--- src/sv/pse_pkg.sv ---
// ----------------------------------------------------------------------------
// Postfix stack evaluator package
// Shared item types, character codes, status codes and stack cell commands.
// ----------------------------------------------------------------------------
package pse_pkg;

  // Default number of entries on the operand stack.
  localparam int StackDepthDefault = 16;

  // Width of a stack entry and of every arithmetic operand.
  localparam int WordWidth = 32;

  // Character codes recognised by the evaluator.
  localparam logic [7:0] SymZero  = 8'h30;  // '0'
  localparam logic [7:0] SymNine  = 8'h39;  // '9'
  localparam logic [7:0] SymPlus  = 8'h2B;  // '+'
  localparam logic [7:0] SymMinus = 8'h2D;  // '-'
  localparam logic [7:0] SymTimes = 8'h2A;  // '*'
  localparam logic [7:0] SymSlash = 8'h2F;  // '/'

  // Sticky status codes.
  localparam logic [1:0] StatusOk        = 2'd0;
  localparam logic [1:0] StatusUnderflow = 2'd1;
  localparam logic [1:0] StatusDivZero   = 2'd2;
  localparam logic [1:0] StatusFull      = 2'd3;

  // What a stack cell loads at the next clock edge.
  typedef enum logic [1:0] {
    CELL_HOLD       = 2'd0,
    CELL_TAKE_UPPER = 2'd1,
    CELL_TAKE_LOWER = 2'd2
  } cell_cmd_t;

  typedef struct packed {
    logic [7:0] symbol;
    logic       last;
  } sym_item_t;

  typedef struct packed {
    logic signed [WordWidth-1:0] top_value;
    logic        [4:0]           stack_depth;
    logic        [1:0]           status;
  } res_item_t;

endpackage

--- src/sv/postfix_stack_evaluator.sv ---
// ----------------------------------------------------------------------------
// Postfix stack evaluator
// Flow: a digit, add, subtract, multiply, error or ignored character passes
// from IDLE to REPORT and then into the output register; a divide waits in DIV
// for the bit-serial divider, which produces one quotient bit per cycle.
// One item is in work at a time; a new item is taken only back in IDLE.
// Reset clears the depth count, the sticky status and all handshake state.
// ----------------------------------------------------------------------------
module postfix_stack_evaluator #(
  parameter int StackDepth = pse_pkg::StackDepthDefault
) (
  input  logic               clk,
  input  logic               rst,
  input  logic               sym_valid,
  output logic               sym_stall,
  input  pse_pkg::sym_item_t sym_item,
  output logic               res_valid,
  input  logic               res_stall,
  output pse_pkg::res_item_t res_item
);

  localparam int W  = pse_pkg::WordWidth;
  // The depth counter must be able to hold the full stack depth itself.
  localparam int DW = $clog2(StackDepth + 1);

  // Control sequence for one item: it is taken in IDLE, waits in DIV while
  // the divider runs, and hands its result to the output register in REPORT.
  typedef enum logic [2:0] {
    S_IDLE   = 3'b001,
    S_DIV    = 3'b010,
    S_REPORT = 3'b100
  } state_t;

  state_t        state;
  state_t        state_next;
  logic [DW-1:0] depth;
  logic [DW-1:0] depth_next;
  logic [1:0]    status;
  logic [1:0]    status_next;
  logic          last_q;

  // The operand stack is a row of cells; cell 0 is the top of the stack and
  // cell 1 the entry beneath it. A push moves every entry one cell down, a
  // combining operator puts its result in cell 0 and moves the rest up.
  logic [W-1:0]       vals [StackDepth];
  pse_pkg::cell_cmd_t cmd_top;
  pse_pkg::cell_cmd_t cmd_rest;
  logic [W-1:0]       new_top;

  logic          accept;
  logic          is_digit;
  logic          is_op;
  logic          stack_full;
  logic          stack_short;
  logic [W-1:0]  left;
  logic [W-1:0]  right;
  logic [W-1:0]  alu_result;
  logic          div_start;
  logic          div_done;
  logic [W-1:0]  div_quotient;
  logic          res_free;

  assign accept    = sym_valid && !sym_stall;
  // One item is in work at a time; the output register still lets a new
  // item in while the previous result waits to be taken.
  assign sym_stall = (state != S_IDLE);
  assign res_free  = !res_valid || !res_stall;

  assign is_digit    = (sym_item.symbol >= pse_pkg::SymZero) &&
                       (sym_item.symbol <= pse_pkg::SymNine);
  assign is_op       = (sym_item.symbol == pse_pkg::SymPlus)  ||
                       (sym_item.symbol == pse_pkg::SymMinus) ||
                       (sym_item.symbol == pse_pkg::SymTimes) ||
                       (sym_item.symbol == pse_pkg::SymSlash);
  assign stack_full  = (depth == DW'(StackDepth));
  assign stack_short = (depth < DW'(2));

  // The deeper entry is the left operand, the top entry the right one.
  assign left  = vals[1];
  assign right = vals[0];

  always_comb begin
    case (sym_item.symbol)
      pse_pkg::SymPlus:  alu_result = left + right;
      pse_pkg::SymMinus: alu_result = left - right;
      default:           alu_result = left * right;
    endcase
  end

  pse_div u_div (
    .clk      (clk),
    .rst      (rst),
    .start    (div_start),
    .left     (left),
    .right    (right),
    .done     (div_done),
    .quotient (div_quotient)
  );

  // Next-state and stack control. An error leaves the stack as it is and
  // raises the status only if no earlier error of this expression holds it.
  always_comb begin
    state_next  = state;
    depth_next  = depth;
    status_next = status;
    cmd_top     = pse_pkg::CELL_HOLD;
    cmd_rest    = pse_pkg::CELL_HOLD;
    new_top     = alu_result;
    div_start   = 1'b0;

    unique case (state)
      S_IDLE: begin
        if (accept) begin
          state_next = S_REPORT;
          if (is_digit) begin
            if (stack_full) begin
              if (status == pse_pkg::StatusOk) begin
                status_next = pse_pkg::StatusFull;
              end
            end else begin
              new_top    = W'(sym_item.symbol - pse_pkg::SymZero);
              cmd_top    = pse_pkg::CELL_TAKE_UPPER;
              cmd_rest   = pse_pkg::CELL_TAKE_UPPER;
              depth_next = depth + DW'(1);
            end
          end else if (is_op) begin
            if (stack_short) begin
              if (status == pse_pkg::StatusOk) begin
                status_next = pse_pkg::StatusUnderflow;
              end
            end else if (sym_item.symbol == pse_pkg::SymSlash) begin
              if (right == '0) begin
                if (status == pse_pkg::StatusOk) begin
                  status_next = pse_pkg::StatusDivZero;
                end
              end else begin
                div_start  = 1'b1;
                state_next = S_DIV;
              end
            end else begin
              cmd_top    = pse_pkg::CELL_TAKE_UPPER;
              cmd_rest   = pse_pkg::CELL_TAKE_LOWER;
              depth_next = depth - DW'(1);
            end
          end
        end
      end
      S_DIV: begin
        if (div_done) begin
          new_top    = div_quotient;
          cmd_top    = pse_pkg::CELL_TAKE_UPPER;
          cmd_rest   = pse_pkg::CELL_TAKE_LOWER;
          depth_next = depth - DW'(1);
          state_next = S_REPORT;
        end
      end
      S_REPORT: begin
        if (res_free) begin
          state_next = S_IDLE;
          // The last item of an expression reports first, then clears.
          if (last_q) begin
            depth_next  = '0;
            status_next = pse_pkg::StatusOk;
          end
        end
      end
      default: begin
        state_next = S_IDLE;
      end
    endcase
  end

  genvar gi;
  generate
    for (gi = 0; gi < StackDepth; gi++) begin : g_cell
      logic [W-1:0]       upper;
      logic [W-1:0]       lower;
      pse_pkg::cell_cmd_t cmd;

      if (gi == 0) begin : g_top
        assign upper = new_top;
        assign cmd   = cmd_top;
      end else begin : g_inner
        assign upper = vals[gi-1];
        assign cmd   = cmd_rest;
      end

      if (gi == StackDepth - 1) begin : g_bottom
        assign lower = '0;
      end else begin : g_above
        assign lower = vals[gi+1];
      end

      pse_cell u_cell (
        .clk   (clk),
        .cmd   (cmd),
        .upper (upper),
        .lower (lower),
        .value (vals[gi])
      );
    end
  endgenerate

  always_ff @(posedge clk) begin
    if (rst) begin
      state  <= S_IDLE;
      depth  <= '0;
      status <= pse_pkg::StatusOk;
    end else begin
      state  <= state_next;
      depth  <= depth_next;
      status <= status_next;
    end
  end

  always_ff @(posedge clk) begin
    if (accept) begin
      last_q <= sym_item.last;
    end
  end

  // Output register. The reported depth is the count taken modulo 32, and an
  // empty stack reports a top value of zero.
  always_ff @(posedge clk) begin
    if (rst) begin
      res_valid <= 1'b0;
    end else if ((state == S_REPORT) && res_free) begin
      res_valid <= 1'b1;
    end else if (!res_stall) begin
      res_valid <= 1'b0;
    end
  end

  always_ff @(posedge clk) begin
    if ((state == S_REPORT) && res_free) begin
      res_item.top_value   <= (depth == '0) ? '0 : vals[0];
      res_item.stack_depth <= 5'(depth);
      res_item.status      <= status;
    end
  end

endmodule

--- src/sv/pse_cell.sv ---
// ----------------------------------------------------------------------------
// Postfix stack evaluator cell
// One entry of the shifting operand stack. It holds its value, takes the value
// of the cell above on a push, or that of the cell below on a pop.
// ----------------------------------------------------------------------------
module pse_cell (
  input  logic                              clk,
  input  pse_pkg::cell_cmd_t                cmd,
  input  logic [pse_pkg::WordWidth-1:0]     upper,
  input  logic [pse_pkg::WordWidth-1:0]     lower,
  output logic [pse_pkg::WordWidth-1:0]     value
);

  always_ff @(posedge clk) begin
    case (cmd)
      pse_pkg::CELL_TAKE_UPPER: value <= upper;
      pse_pkg::CELL_TAKE_LOWER: value <= lower;
      default:                  value <= value;
    endcase
  end

endmodule

--- src/sv/pse_div.sv ---
// ----------------------------------------------------------------------------
// Postfix stack evaluator divider
// Signed 32-bit divide truncating toward zero, one quotient bit per cycle on
// the magnitudes with a sign correction at the end.
// ----------------------------------------------------------------------------
module pse_div (
  input  logic                              clk,
  input  logic                              rst,
  input  logic                              start,
  input  logic [pse_pkg::WordWidth-1:0]     left,
  input  logic [pse_pkg::WordWidth-1:0]     right,
  output logic                              done,
  output logic [pse_pkg::WordWidth-1:0]     quotient
);

  localparam int W  = pse_pkg::WordWidth;
  localparam int CW = $clog2(W + 1);

  logic          busy;
  logic [CW-1:0] count;
  logic [W-1:0]  dividend;
  logic [W-1:0]  divisor;
  logic [W-1:0]  remainder;
  logic          negate;

  logic [W+1:0]  trial;
  logic          borrow;

  // Trial subtraction of the divisor from the shifted partial remainder.
  assign trial  = {1'b0, remainder, dividend[W-1]} - {2'b00, divisor};
  assign borrow = trial[W+1];

  always_ff @(posedge clk) begin
    if (rst) begin
      busy  <= 1'b0;
      count <= '0;
    end else if (start) begin
      busy  <= 1'b1;
      count <= CW'(W);
    end else if (busy) begin
      if (count == '0) begin
        busy <= 1'b0;
      end else begin
        count <= count - CW'(1);
      end
    end
  end

  always_ff @(posedge clk) begin
    if (start) begin
      dividend  <= left[W-1]  ? (~left + W'(1))  : left;
      divisor   <= right[W-1] ? (~right + W'(1)) : right;
      remainder <= '0;
      negate    <= left[W-1] ^ right[W-1];
    end else if (busy && (count != '0)) begin
      remainder <= borrow ? {remainder[W-2:0], dividend[W-1]} : trial[W-1:0];
      dividend  <= {dividend[W-2:0], ~borrow};
    end
  end

  assign done     = busy && (count == '0);
  assign quotient = negate ? (~dividend + W'(1)) : dividend;

endmodule
--- config.mk ---
export PLATFORM = sky130hd
export DESIGN_NAME = postfix_stack_evaluator
export DESIGN_NICKNAME = d
export VERILOG_FILES = /design/src/sv/pse_pkg.sv /design/src/sv/postfix_stack_evaluator.sv /design/src/sv/pse_cell.sv /design/src/sv/pse_div.sv
export SDC_FILE = /design/constraint.sdc
export NUM_CORES = 2
export LEC_CHECK = 0
export BUFFER_PORTS_ARGS = -buffer_cell sky130_fd_sc_hd__buf_4
export CAP_MARGIN = 20
export CORE_ASPECT_RATIO = 0.7
export CORE_MARGIN = 4
export CORE_UTILIZATION = 65
export DETAILED_ROUTE_END_ITERATION = 7
export PLACE_DENSITY = 0.93
export SYNTH_ARGS = -nofsm -noshare
export SYNTH_HDL_FRONTEND = slang
export SYNTH_SLANG_ARGS = --single-unit
--- constraint.sdc ---
create_clock -name clk -period 18.25 [get_ports clk]
set_input_delay 4.5625 -clock clk [delete_from_list [all_inputs] [get_ports clk]]
set_output_delay 4.5625 -clock clk [all_outputs]
set_load 0.02 [all_outputs]
==> results.md <==
- Status: finished clean
- CP Class: input pin to register
- Final hold vios: 0
- Worst skew pair latency: 0.65 ns
- Via Count: 33700
- Yosys cell types: 75
- Layout cells sized above 1: 16.2%
- Most frequent cells in the layout: 617 x edfxtp_1, 445 x inv_1, 443 x mux2_2
- Final GP Congestion: 0.982
- Commonest non-fill, non-tap cell in the layout: edfxtp_1
- Worst Path Max Fanout: 172
- Post-route setup TNS: 0 ns
- Post-Synthesis Cells: 4301
- Detailed Route Iter0 Violations: 4203
- CTS Hold Bufs: 0
- Clk root buf: clkbuf_16
- Total track usage: 31.0%
- Number of synthesized register bits: 667
- Sequential area share after synthesis: 39.7%
- Slew @ Worst Pin: 1.26 ns
- Num ports: 54
- Layout Nets: 4875
- Post-route ant nets: 0
- Area of the core: 0.0750 mm²
- Max Cap Viol: 0
- H-tree levels: 3
- DR pass1 iterations: 6
- Fillers: 4825
- Synth Area per Inst: 11.4 µm²
- Num Clock Sinks: 667
- Startpoint types: input pin
- Yosys warns: 0
- CP required: 18.50 ns
- CTS tree: done
- Hold Crit Class: register to register
- Clock Path Buffers: 3
- Fin crit period: 9.19 ns
- Mapped Nets: 4921
- Post-route clock skew: 0.0500 ns
- CTS Buf Count: 67
- Post-route clock period utilization: 50.3%
- EDFF count, synth: 617
- DR vias/cell: 6.36
- Final WL: 123000 µm
- Initial Util: 65.5%
- Post-CTS Resized: 0
- Pin count of the biggest net entering global routing: 215
- First-pass GRT wire length: 194000 µm
- Arrival time at the worst endpoint: 9.44 ns
- Final setup fails: 0
- Gr ovfl total: 0
- Mapped Area: 0.0492 mm²
- Fraction of registers with async set/reset: 0%
- Final slew viol count: 0
- Vias in the first global route: 34500
- Row count: 84
- I/O Buffers: 53
- DR DRC count: 0
- Routed wire per std cell: 23.3 µm
- Max Freq: 109 MHz
- Setup repair bufs after CTS: 0
- Chip Height: 238 µm
- Hold_ws: 0.488 ns
- HPWL after DPL: 82800 µm
- Syn-to-layout area delta: 7.23%
- RSZ-0062 raised after global routing: no
- Ys flop type: edfxtp_1
- Final core occ: 70.3%
- CP Capture Type: register
- CTS clock-pin slew for the worst setup and hold paths: 0.06 ns
- Die width: 337 µm
- Die area: 0.0802 mm²
- Slew margin rel.: 16.1%
- Antenna violations before repair: 6
cell families (layout without fill, tap and decap cells):
group / count (synthesis) / after routing / share of synthesized area [%]
adders and majority gates: 607 / 607 / 21.7
AOI/OAI and AO/OA: 549 / 549 / 7.16
DFF: 667 / 667 / 39.7
xor gates and xnor gates: 255 / 255 / 4.54
muxes: 460 / 460 / 10.5
buffers and inverters: 693 / 699 / 5.34
other: 0 / 6 / 0
and+or+nand+nor: 1070 / 1070 / 11.1
per-stage QoR:
step | setup slack [ns] | instance area [µm²] | instances
global placement | 8.46 | 50500 | 5173
CTS | 9.00 | 52700 | 5294
global route | 8.82 | 52700 | 5296
detailed placement | 8.33 | 50500 | 5173
floorplan | 1.57 | 49200 | 4301
finish | 9.06 | 52700 | 5302
final timing paths:
| check | startpoint | endpoint | slack (ns) | depth (start not counted) |
|---|---|---|---|---|
| worst min-delay path | u_div.remainder[12] | u_div.remainder[12] | 0.49 | 2 |
| worst min register to register | u_div.remainder[12] | u_div.remainder[12] | 0.49 | 2 |
| worst max-delay path | sym_item[5] | g_cell[11].u_cell.value[22] | 9.06 | 11 |
| worst max register to register | g_cell[0].u_cell.value[8] | g_cell[0].u_cell.value[30] | 9.89 | 23 |
cells in the mapped netlist, drive strengths merged (5+ instances only):
library cell,count,area share (%)
or2,8,0.10
ha,197,5.0
a22oi,6,0.092
dfxtp,50,2.0
and3,11,0.14
a21oi,122,1.2
a211oi,17,0.26
o22ai,5,0.064
a21o,45,0.69
o41ai,17,0.33
nor2b,77,0.98
nand4,9,0.11
nor3,31,0.32
mux2i,17,0.35
o211ai,5,0.076
xor2,114,2.0
o21a,20,0.31
a221o,6,0.12
edfxtp,617,38
a31oi,15,0.19
or3,18,0.26
o31a,5,0.089
or4,18,0.27
fa,410,17
a221oi,6,0.11
a211o,7,0.12
nand2,395,3.0
mux2,443,10
o31ai,39,0.63
nor4,13,0.17
nor3b,5,0.076
buf,16,0.17
xnor2,141,2.5
o221ai,13,0.23
clkbuf,231,1.8
o21ai,176,1.8
nand3,22,0.22
o21bai,7,0.11
and2,310,3.9
inv,446,3.4
nand2b,28,0.36
nor2,112,0.86
final cells by class:
class	count	area, µm²	area share (%)
Multi-Input combinational cell	2941	27100	51.4
Timing Repair Buffer	132	1070	2.03
Inverter	446	1680	3.19
Sequential cell	667	19500	37.0
Tap cell	989	1240	2.35
Clock inverter	24	277	0.524
Clock buffer	97	1850	3.51
Antenna cell	6	15.0	0.0285
critical path: stages:
cell and delay, ns:
buf_4 0.11, ha_1 0.22, or4b_2 0.62, a21oi_1 0.20
o21a_1 0.23, and3_1 0.38, inv_1 0.22, ha_4 0.30
inv_8 0.59, buf_4 0.86, buf_12 0.72
per-layer routing:
layer,track usage (%),share of wire [%]
met3,9.62,12
met4,12.3,4.4
met2,46.6,45
met1,42.5,39
met5,0,0.041
sequential cells by signal, indices dropped and copies added, names as in the netlist:
register	cells
u_div.count	6
depth	5
last_q	1
u_div.busy	1
u_div.negate	1
u_div.dividend	32
res_item	39
u_div.divisor	32
status	2
state	3
u_div.remainder	32
g_cell.u_cell.value	512
res_valid	1
Power is left out: the tool's default activity adds up to more than one toggle a clock period on the data nets, which glitch-free logic cannot reach.
